<file path="src/rtl/smpq_pkg.sv">
`timescale 1ns / 1ps

package smpq_pkg;

  localparam int PRIO_W   = 8;
  localparam int RANK_W   = PRIO_W + 1;
  localparam int HANDLE_W = 16;
  localparam int STATUS_W = 2;

  // command codes
  localparam logic CMD_OFFER = 1'b0;
  localparam logic CMD_TAKE  = 1'b1;

  // result status codes
  localparam logic [STATUS_W-1:0] ST_STORED = 2'd0;
  localparam logic [STATUS_W-1:0] ST_FULL   = 2'd1;
  localparam logic [STATUS_W-1:0] ST_TAKEN  = 2'd2;
  localparam logic [STATUS_W-1:0] ST_EMPTY  = 2'd3;

  // rank of a stop marker, ahead of every ordinary priority
  localparam logic [RANK_W-1:0] RANK_STOP = '0;
  // larger than any stored rank, seeds the minimum search
  localparam logic [RANK_W-1:0] RANK_NONE = '1;

  typedef enum logic [1:0] {
    S_IDLE,
    S_SCAN,
    S_SHIFT
  } state_t;

  // one stored entry
  typedef struct packed {
    logic [RANK_W-1:0]   rank;
    logic [HANDLE_W-1:0] handle;
  } entry_t;

endpackage

</file>
<file path="src/rtl/stable_min_priority_queue.sv">
`timescale 1ns / 1ps

// Stable bounded min priority queue over one synchronous entry memory.
// Command channel: a beat is taken when start is high and busy is low.
// command 0 offers {priority_req, handle, is_stop}; command 1 takes the
// most urgent entry (stop markers first, then lowest priority, ties in
// arrival order). Every command gives one result beat: done is high for
// exactly one cycle with status, out_handle, out_priority and out_stop.
// The receiver cannot stall; the result must be taken on that cycle.
// An offer, a refused offer and a take on empty give done in the cycle
// after the command beat, and busy stays low. A take with live entries
// scans the memory (one read per cycle through the registered read port)
// and then compacts the entries behind the taken one down one slot
// through the single read and single write port, and done follows the
// cycle it completes. Entries live in slots 0..occ-1 in arrival order,
// so the first minimum found is the oldest of its rank. Reset clears the
// fill count and control state; the memory holds no reset value and its
// read data is never used above the fill count.
module stable_min_priority_queue #(
  parameter int DEPTH = 16
) (
  input  logic                           clk,
  input  logic                           rst,
  input  logic                           start,
  output logic                           busy,
  input  logic                           command,
  input  logic [smpq_pkg::PRIO_W-1:0]    priority_req,
  input  logic [smpq_pkg::HANDLE_W-1:0]  handle,
  input  logic                           is_stop,
  output logic                           done,
  output logic [smpq_pkg::STATUS_W-1:0]  status,
  output logic [smpq_pkg::HANDLE_W-1:0]  out_handle,
  output logic [smpq_pkg::PRIO_W-1:0]    out_priority,
  output logic                           out_stop
);

  import smpq_pkg::*;

  localparam int AW = (DEPTH > 1) ? $clog2(DEPTH) : 1;
  localparam int CW = $clog2(DEPTH + 1);
  localparam logic [CW-1:0] OCC_FULL = CW'(DEPTH);

  // entry memory
  entry_t mem [DEPTH];
  entry_t rd_data;
  logic [AW-1:0] rd_addr;
  logic mem_we;
  logic [AW-1:0] mem_waddr;
  entry_t mem_wdata;

  // control and result registers
  state_t state, state_next;
  logic [CW-1:0] occ, occ_next;
  logic [CW-1:0] cnt, cnt_next;
  logic pend, pend_next;
  logic [AW-1:0] wr_ptr, wr_ptr_next;
  logic [AW-1:0] best_idx, best_idx_next;
  logic [RANK_W-1:0] best_rank, best_rank_next;
  logic [HANDLE_W-1:0] best_handle, best_handle_next;
  logic done_next;
  logic [STATUS_W-1:0] status_next;
  logic [HANDLE_W-1:0] out_handle_next;
  logic [PRIO_W-1:0] out_priority_next;
  logic out_stop_next;

  logic accept;
  logic win;
  logic [AW-1:0] data_idx;
  logic [AW-1:0] new_best_idx;
  entry_t offer_entry;

  assign busy     = (state != S_IDLE);
  assign accept   = start && !busy;
  assign rd_addr  = cnt[AW-1:0];
  assign data_idx = AW'(cnt - CW'(1));
  assign win      = pend && (rd_data.rank < best_rank);
  assign new_best_idx = win ? data_idx : best_idx;

  // offered entry: stop markers rank zero, others priority plus one
  assign offer_entry.rank   = is_stop ? RANK_STOP : ({1'b0, priority_req} + RANK_W'(1));
  assign offer_entry.handle = is_stop ? '0 : handle;

  // memory: one write port, one registered read port
  always_ff @(posedge clk) begin
    if (mem_we) begin
      mem[mem_waddr] <= mem_wdata;
    end
    rd_data <= mem[rd_addr];
  end

  // state register
  always_ff @(posedge clk) begin
    if (rst) begin
      state <= S_IDLE;
    end else begin
      state <= state_next;
    end
  end

  // control and result registers
  always_ff @(posedge clk) begin
    if (rst) begin
      occ          <= '0;
      cnt          <= '0;
      pend         <= 1'b0;
      done         <= 1'b0;
      status       <= ST_STORED;
      out_handle   <= '0;
      out_priority <= '0;
      out_stop     <= 1'b0;
    end else begin
      occ          <= occ_next;
      cnt          <= cnt_next;
      pend         <= pend_next;
      done         <= done_next;
      status       <= status_next;
      out_handle   <= out_handle_next;
      out_priority <= out_priority_next;
      out_stop     <= out_stop_next;
    end
  end

  // search payload
  always_ff @(posedge clk) begin
    wr_ptr      <= wr_ptr_next;
    best_idx    <= best_idx_next;
    best_rank   <= best_rank_next;
    best_handle <= best_handle_next;
  end

  // next state, memory access and result beat
  always_comb begin
    state_next        = state;
    occ_next          = occ;
    cnt_next          = cnt;
    pend_next         = pend;
    wr_ptr_next       = wr_ptr;
    best_idx_next     = best_idx;
    best_rank_next    = best_rank;
    best_handle_next  = best_handle;
    done_next         = 1'b0;
    status_next       = status;
    out_handle_next   = out_handle;
    out_priority_next = out_priority;
    out_stop_next     = out_stop;
    mem_we            = 1'b0;
    mem_waddr         = occ[AW-1:0];
    mem_wdata         = offer_entry;

    case (state)
      S_IDLE: begin
        cnt_next       = '0;
        pend_next      = 1'b0;
        best_rank_next = RANK_NONE;
        if (accept) begin
          out_handle_next   = '0;
          out_priority_next = '0;
          out_stop_next     = 1'b0;
          if (command == CMD_OFFER) begin
            done_next = 1'b1;
            if (occ >= OCC_FULL) begin
              status_next = ST_FULL;
            end else begin
              mem_we      = 1'b1;
              occ_next    = occ + CW'(1);
              status_next = ST_STORED;
            end
          end else if (occ == '0) begin
            done_next   = 1'b1;
            status_next = ST_EMPTY;
          end else begin
            state_next = S_SCAN;
          end
        end
      end

      // one read per cycle over the live slots, keep the first minimum
      S_SCAN: begin
        if (win) begin
          best_idx_next    = data_idx;
          best_rank_next   = rd_data.rank;
          best_handle_next = rd_data.handle;
        end
        if (cnt < occ) begin
          cnt_next  = cnt + CW'(1);
          pend_next = 1'b1;
        end else begin
          pend_next = 1'b0;
          if (pend) begin
            state_next  = S_SHIFT;
            cnt_next    = CW'(new_best_idx) + CW'(1);
            wr_ptr_next = new_best_idx;
          end
        end
      end

      // move later entries down one slot, writing what was read from k into k-1
      S_SHIFT: begin
        if (pend) begin
          mem_we      = 1'b1;
          mem_waddr   = wr_ptr;
          mem_wdata   = rd_data;
          wr_ptr_next = wr_ptr + AW'(1);
        end
        if (cnt < occ) begin
          cnt_next  = cnt + CW'(1);
          pend_next = 1'b1;
        end else begin
          pend_next = 1'b0;
          if (!pend) begin
            state_next  = S_IDLE;
            occ_next    = occ - CW'(1);
            done_next   = 1'b1;
            status_next = ST_TAKEN;
            if (best_rank == RANK_STOP) begin
              out_stop_next     = 1'b1;
              out_handle_next   = '0;
              out_priority_next = '0;
            end else begin
              out_stop_next     = 1'b0;
              out_handle_next   = best_handle;
              out_priority_next = PRIO_W'(best_rank - RANK_W'(1));
            end
          end
        end
      end

      default: begin
        state_next = S_IDLE;
      end
    endcase
  end

  // fill count stays within the store
  a_occ_bound: assert property (@(posedge clk) disable iff (rst)
    occ <= OCC_FULL)
    else $error("fill count above depth");

  // a take on a non-empty store starts the search
  a_take_busy: assert property (@(posedge clk) disable iff (rst)
    accept && command == CMD_TAKE && occ != '0 |=> busy)
    else $error("take did not start search");

  // a stored offer grows the fill count by one
  a_store_occ: assert property (@(posedge clk) disable iff (rst)
    done && status == ST_STORED && !$past(rst) |-> occ == $past(occ) + CW'(1))
    else $error("stored offer did not grow fill count");

  // a taken entry shrinks the fill count by one
  a_take_occ: assert property (@(posedge clk) disable iff (rst)
    done && status == ST_TAKEN && !$past(rst) |-> occ == $past(occ) - CW'(1))
    else $error("take did not shrink fill count");

  // compaction writes stay below the read pointer
  a_shift_order: assert property (@(posedge clk) disable iff (rst)
    state == S_SHIFT && mem_we |-> CW'(wr_ptr) < cnt)
    else $error("compaction write overtook read");

endmodule

</file>
<file path="config.mk">
export PLATFORM = sky130hd
export DESIGN_NAME = stable_min_priority_queue
export DESIGN_NICKNAME = d
export VERILOG_FILES = /design/src/rtl/smpq_pkg.sv /design/src/rtl/stable_min_priority_queue.sv
export SDC_FILE = /design/constraint.sdc
export NUM_CORES = 1
export LEC_CHECK = 0
export ABC_AREA = 1
export BUFFER_PORTS_ARGS = -buffer_cell sky130_fd_sc_hd__buf_2
export CORE_MARGIN = 3
export CORE_UTILIZATION = 56
export DETAILED_ROUTE_END_ITERATION = 8
export GPL_ROUTABILITY_DRIVEN = 0
export PLACE_DENSITY = 0.82
export SETUP_SLACK_MARGIN = 0.5
export SKIP_LAST_GASP = 1
export SYNTH_ARGS = -nofsm -noshare
export SYNTH_HDL_FRONTEND = slang
export SYNTH_SLANG_ARGS = --single-unit
</file>
<file path="constraint.sdc">
create_clock -name clk -period 3.1 [get_ports clk]
set_input_delay 0.465 -clock clk [delete_from_list [all_inputs] [get_ports clk]]
set_output_delay 0.465 -clock clk [all_outputs]
set_load 0.03 [all_outputs]
</file>
## Word-level counts from Yosys, hierarchy flattened

Memory sizes are Yosys's and may differ from the RTL's. A register that Yosys moved wholly into a read port is not among the register bits.
Index checks and enable logic that the tools add are counted.

- Bits of input ports: 29
- Memories kept: 1
- Bits in registers: 74
- Memory bits (writable): 400
- Output and inout bits: 29
- Logic and storage cells: 130

Memory list:

| memory | depth | bits a word | read ports | clocked after Yosys merged registers in | write ports | line | RTL |
|---|---|---|---|---|---|---|---|
| mem | 16 | 25 | 1 | 1 | 1 | stable_min_priority_queue.sv:44 | `entry_t mem [DEPTH];` |

- Magnitude comparators: 3
- Mux-type cells: 68
- Reductions and logical operators: 21
- Eq/ne operators: 16
- $add $sub $neg: 8

Operators by type and width:

| cell | number |
|---|---|
| 16-bit two-way mux | 5 |
| 25-bit two-way mux | 2 |
| 5-bit two-way mux | 8 |
| 8-bit two-way mux | 4 |
| 16-bit case mux with 2 select lines | 1 |
| 2-bit two-way mux | 12 |
| 4-bit two-way mux | 6 |
| 2-bit != test, second input constant | 12 |
| 9-bit two-way mux | 2 |
| 9-bit case mux with 2 select lines | 1 |
| 1-bit two-way mux | 17 |
| 8-bit case mux with 2 select lines | 1 |
| 5-bit case mux with 3 select lines | 1 |
| 5-bit by 1-bit adder with 5-bit output, second input constant | 2 |
| 5-bit case mux with 2 select lines | 1 |
| 2-bit nonzero test | 5 |
| 8-bit by 1-bit adder with 9-bit output, second input constant | 1 |
| 9-bit zero test | 1 |
| 9-bit less-than comparator | 1 |
| 1-bit case mux with 2 select lines | 4 |
| 4-bit case mux with 2 select lines | 1 |
| 4-bit AND reduction | 2 |
| 8-bit by 1-bit subtractor with 8-bit output, second input constant | 1 |
| 7-bit AND reduction | 1 |
| 21 further kinds | 24 |

## Depth between registers and ports, before layout

- Depth in word-level cells: 7
- Mapped depth: 17
- Depth with buffers taken out: 17

## Least setup slack after synthesis

No wires, ideal clock.

- Path kind: register -> register
- Start point: reg state[0]
- End point: mem mem[0][0] in the netlist's numbering (enable)
- Slack: 0.079 ns
- Period minus slack after synthesis: 3.021 ns
- Arrival: 2.614 ns
- Data required time: 2.693 ns
- Library setup time: 0.407 ns
- Stages on the path, launching flop included: 10
- Path buffers: 3
- Path through: dfxtp_1 inv_1 ha_1 buf_2 nand2_1 buf_2 buf_2 o21ai_0 nand3_1 nor2_1

- Word-level cells in the longest chain between the ends: 7

Ends and longest elaborated chain:

| element | line | RTL |
|---|---|---|
| start: declaration | stable_min_priority_queue.sv:52 | `state_t state, state_next;` |
| start signal: assignment | stable_min_priority_queue.sv:96 | `state <= state_next;` |
| 2-bit nonzero test | stable_min_priority_queue.sv:72 | `assign busy = (state != S_IDLE);` |
| 1-bit zero test | stable_min_priority_queue.sv:73 | `assign accept = start && !busy;` |
| 1-bit logical AND | stable_min_priority_queue.sv:73 |  |
| 1-bit two-way mux | stable_min_priority_queue.sv:155 | `if (accept) begin` |
| 1-bit case mux with 2 select lines | stable_min_priority_queue.sv:150 | `case (state)` |
| 1-bit two-way mux | stable_min_priority_queue.sv:85 | `if (mem_we) begin` |
| 1-bit two-way mux (implied by the code) | stable_min_priority_queue.sv:86 | `mem[mem_waddr] <= mem_wdata;` |
| end: declaration | stable_min_priority_queue.sv:44 |  |

Parallel ways exist; a longest one is shown, timed or not.

## Worst setup path in the final report

- Start point: reg state[0]
- End point: mem mem[15][9] in the netlist's numbering (enable)

The elaborated chain is that of the path after synthesis.

==> impl_metrics.ini <==
[yosys]
synth_top_family_by_area = compound AO/OA/AOI/OAI gates
synth_cell_types = 41
synth_xor_area_share_pct = 0.740
synth_compound_area_share_pct = 13.4
avgSynthCellArea_um2 = 12.2
yosys_register_bits = 499
async_flop_share_pct = 0
synth_ff_type = edfxtp_1
yosys.area_share.simple_pct = 9.76
muxShareOfSynthArea_pct = 0
yosysSeqAreaShare_pct = 71.1
syn_area_um2 = 20100
synth_warnings = 0
syn-num-nets = 1700
postSynthCellCount = 1645
synth_edf_count = 433
synth_adder_area_share_pct = 1.65

[grt]
overflow = 0
grt_pass1_vias = 13569
grt.total_usage_pct = 25.1
antenna_found_initial = 2
grt_pass1_wl_um = 75500
grt_max_degree = 205

[die]
rows = 68
dieArea_um2 = 38300
pin_count = 58
initial_core_util_pct = 57.6
core_um2 = 35000
die_x_um = 196
die_h_um = 196

[clock_tree]
clock_path_buffers = 3
cts_tree = yes
cts_made_buffers = 48
cts-root-buf = clkbuf_16
ctsHoldBuffers = 0
cts.htree.levels = 2
cts.sink_count = 499
clkTransAtPathRegs_ps = 60
clock_latency_ps = 550

[drt]
wire_per_inst_um = 22.4
drtIter0Drc = 1863
vias = 13960
avgViaCountPerCell = 6.35
drt_first_pass_iters = 7
totalWireLength_um = 49200
drc = 0
final_antenna_net_count = 0

[setup_path]
cp_max_fo = 25
critPathMaxStageDelay_ps = 330
path_cells = inv_1, ha_1, nand2_1, buf_4, o21ai_0, inv_1, nor2_1, nand2_2, nor2_4, buf_12
crit_type = flip-flop to flip-flop
timing.rr.end = mem[15][9]
reg2reg_from = state[0]
r2r_slack_ps = 590
cp-end-kind = flip-flop
required_ps = 3340
crit_top_cell = inv_1
startpoint_type = flip-flop
critPathArrivalTime_ps = 2750
slowest_stage = dfxtp_1
reg2reg_depth = 10

[placed_design]
io_buffers = 57
dp_hpwl_um = 29000

[timing]
maxSlewViolCount = 0
tightest_slew_ps = 906
fin_setup_tns_ps = 0
setup_violations = 0
period_needed_ps = 2510
max_slew_margin_pct = 39.6
fmax_mhz = 398
hold_viol_final = 0
skew_ps = 11.6
rsz0062_at_grt = true
fin_crit_sh_pct = 81.1

[final_layout]
final_common_cell = edfxtp_1
drive_gt1_share_pct = 14.5
areaGrowthSynthToFinish_pct = 13.6
diodes = 0
layout_common_cells = edfxtp_1 (433), nor2_1 (254), o21ai_0 (247), o22ai_1 (125), nand2_1 (112)
fin_nets = 1761
n_fill_cell = 2334

[outcome]
outcome = finished clean

[hold_path]
holdPathEnd = done
min_from = start
hp-class = input pin to flip-flop
worstHoldPathCells = 3

[power]
power_density_nw_per_um2 = 688
vdd_drop_max_mv = 0.623
p_leak_nw = 8.05
p_total_mw = 15.7

[flow_run]
max_cap_viol_count = 0
metal layers:
metal | vias up | part of all wire [%] | track usage, %
met4 | 0 | 2.8 | 8.11
met3 | 127 | 12 | 5.16
met1 | 6803 | 38 | 34.6
li1 | 6130 | - | -
met2 | 900 | 47 | 40.4
met5 | - | 0 | 0
what timing repair did:
item | CTS | global route
pin swaps | 0 | 2
gates resized for setup | 2 | 11
buffers inserted | 0 | 3
setup endpoints to repair | 13 | 298
how the worst max path moves through the flow:
| stage | from | end | slack, ps | cells past startpoint |
|---|---|---|---|---|
| 2_1_floorplan | state[0] | mem[11][0] | 130 | 9 |
| 3_3_place_gp | command | mem[1][1] | 620 | 8 |
| 3_5_place_dp | state[0] | mem[1][2] | 500 | 9 |
| 4_1_cts | state[0] | mem[1][23] | 570 | 7 |
| 5_1_grt | state[0] | out_priority[6] | 420 | 11 |
| 6_report | state[0] | mem[15][9] | 590 | 10 |
layout make-up:
| cell class | count | area [um^2] | area share (%) |
|---|---|---|---|
| repair buffers | 111 | 895 | 3.91 |
| well taps | 455 | 569 | 2.49 |
| clock inverters | 21 | 243 | 1.06 |
| flip-flops and latches | 499 | 14300 | 62.7 |
| multi-input cells | 986 | 5310 | 23.2 |
| inverters | 60 | 229 | 1.00 |
| clock buffers | 66 | 1290 | 5.64 |
cell families (layout without fill, tap and decap cells):
| logic type | after synthesis | in the layout |
|---|---|---|
| XOR/XNOR | 17 | 17 |
| flip-flops | 499 | 499 |
| AO/OA/AOI/OAI | 483 | 483 |
| buffers and inverters | 160 | 258 |
| adder cells (fa/ha/maj) | 26 | 26 |
| AND/OR/NAND/NOR | 460 | 460 |
power breakdown:
part,switching (mW),leakage [nW],internal [mW]
sequential,0.241,4.52,7.76
combinational,1.45,2.79,0.585
clock,2.37,0.747,3.33
flip-flops by register name (all words and copies together) (netlist names), 4 cells and up:
name          count
best_handle      16
best_idx          4
best_rank         9
cnt               5
mem             400
occ               5
out_handle       16
out_priority      8
rd_data          25
wr_ptr            4
worst max-delay path: cells and delay by family (launching register included):
family / cells / cell delay, ps
AO/OA/AOI/OAI: 1 / 270
flip-flops: 1 / 330
buffers and inverters: 4 / 720
adder cells (fa/ha/maj): 1 / 170
AND/OR/NAND/NOR: 4 / 670
stage by stage:
stage          setup WS [ps]  cell area (um^2)  hold slack (ps)  std cells  utilization [%]
2_1_floorplan            129             20200              409       1645                -
3_3_place_gp             617             21300              418       2108             60.8
3_5_place_dp             498             21300              426       2108             60.8
4_1_cts                  565             22800              223       2195             65.2
5_1_grt                  419             22900              242       2198             65.4
6_report                 586             22900              228       2198             65.4
synth_stat cells, types with 20 or more instances:
library cell	instances	share of area, %
buf_2	22	0.55
inv_1	52	0.97
o21ai_0	250	6.2
nand2_1	115	2.1
edfxtp_1	433	65
clkbuf_1	68	1.3
dfxtp_1	66	6.6
a21oi_1	49	1.2
nor2_1	273	5.1
o22ai_1	125	3.9
nand3_1	26	0.65
o21ai_1	20	0.50
ha_1	25	1.6
nand3_2	21	1.0
Power figures use the tool's default switching activity.
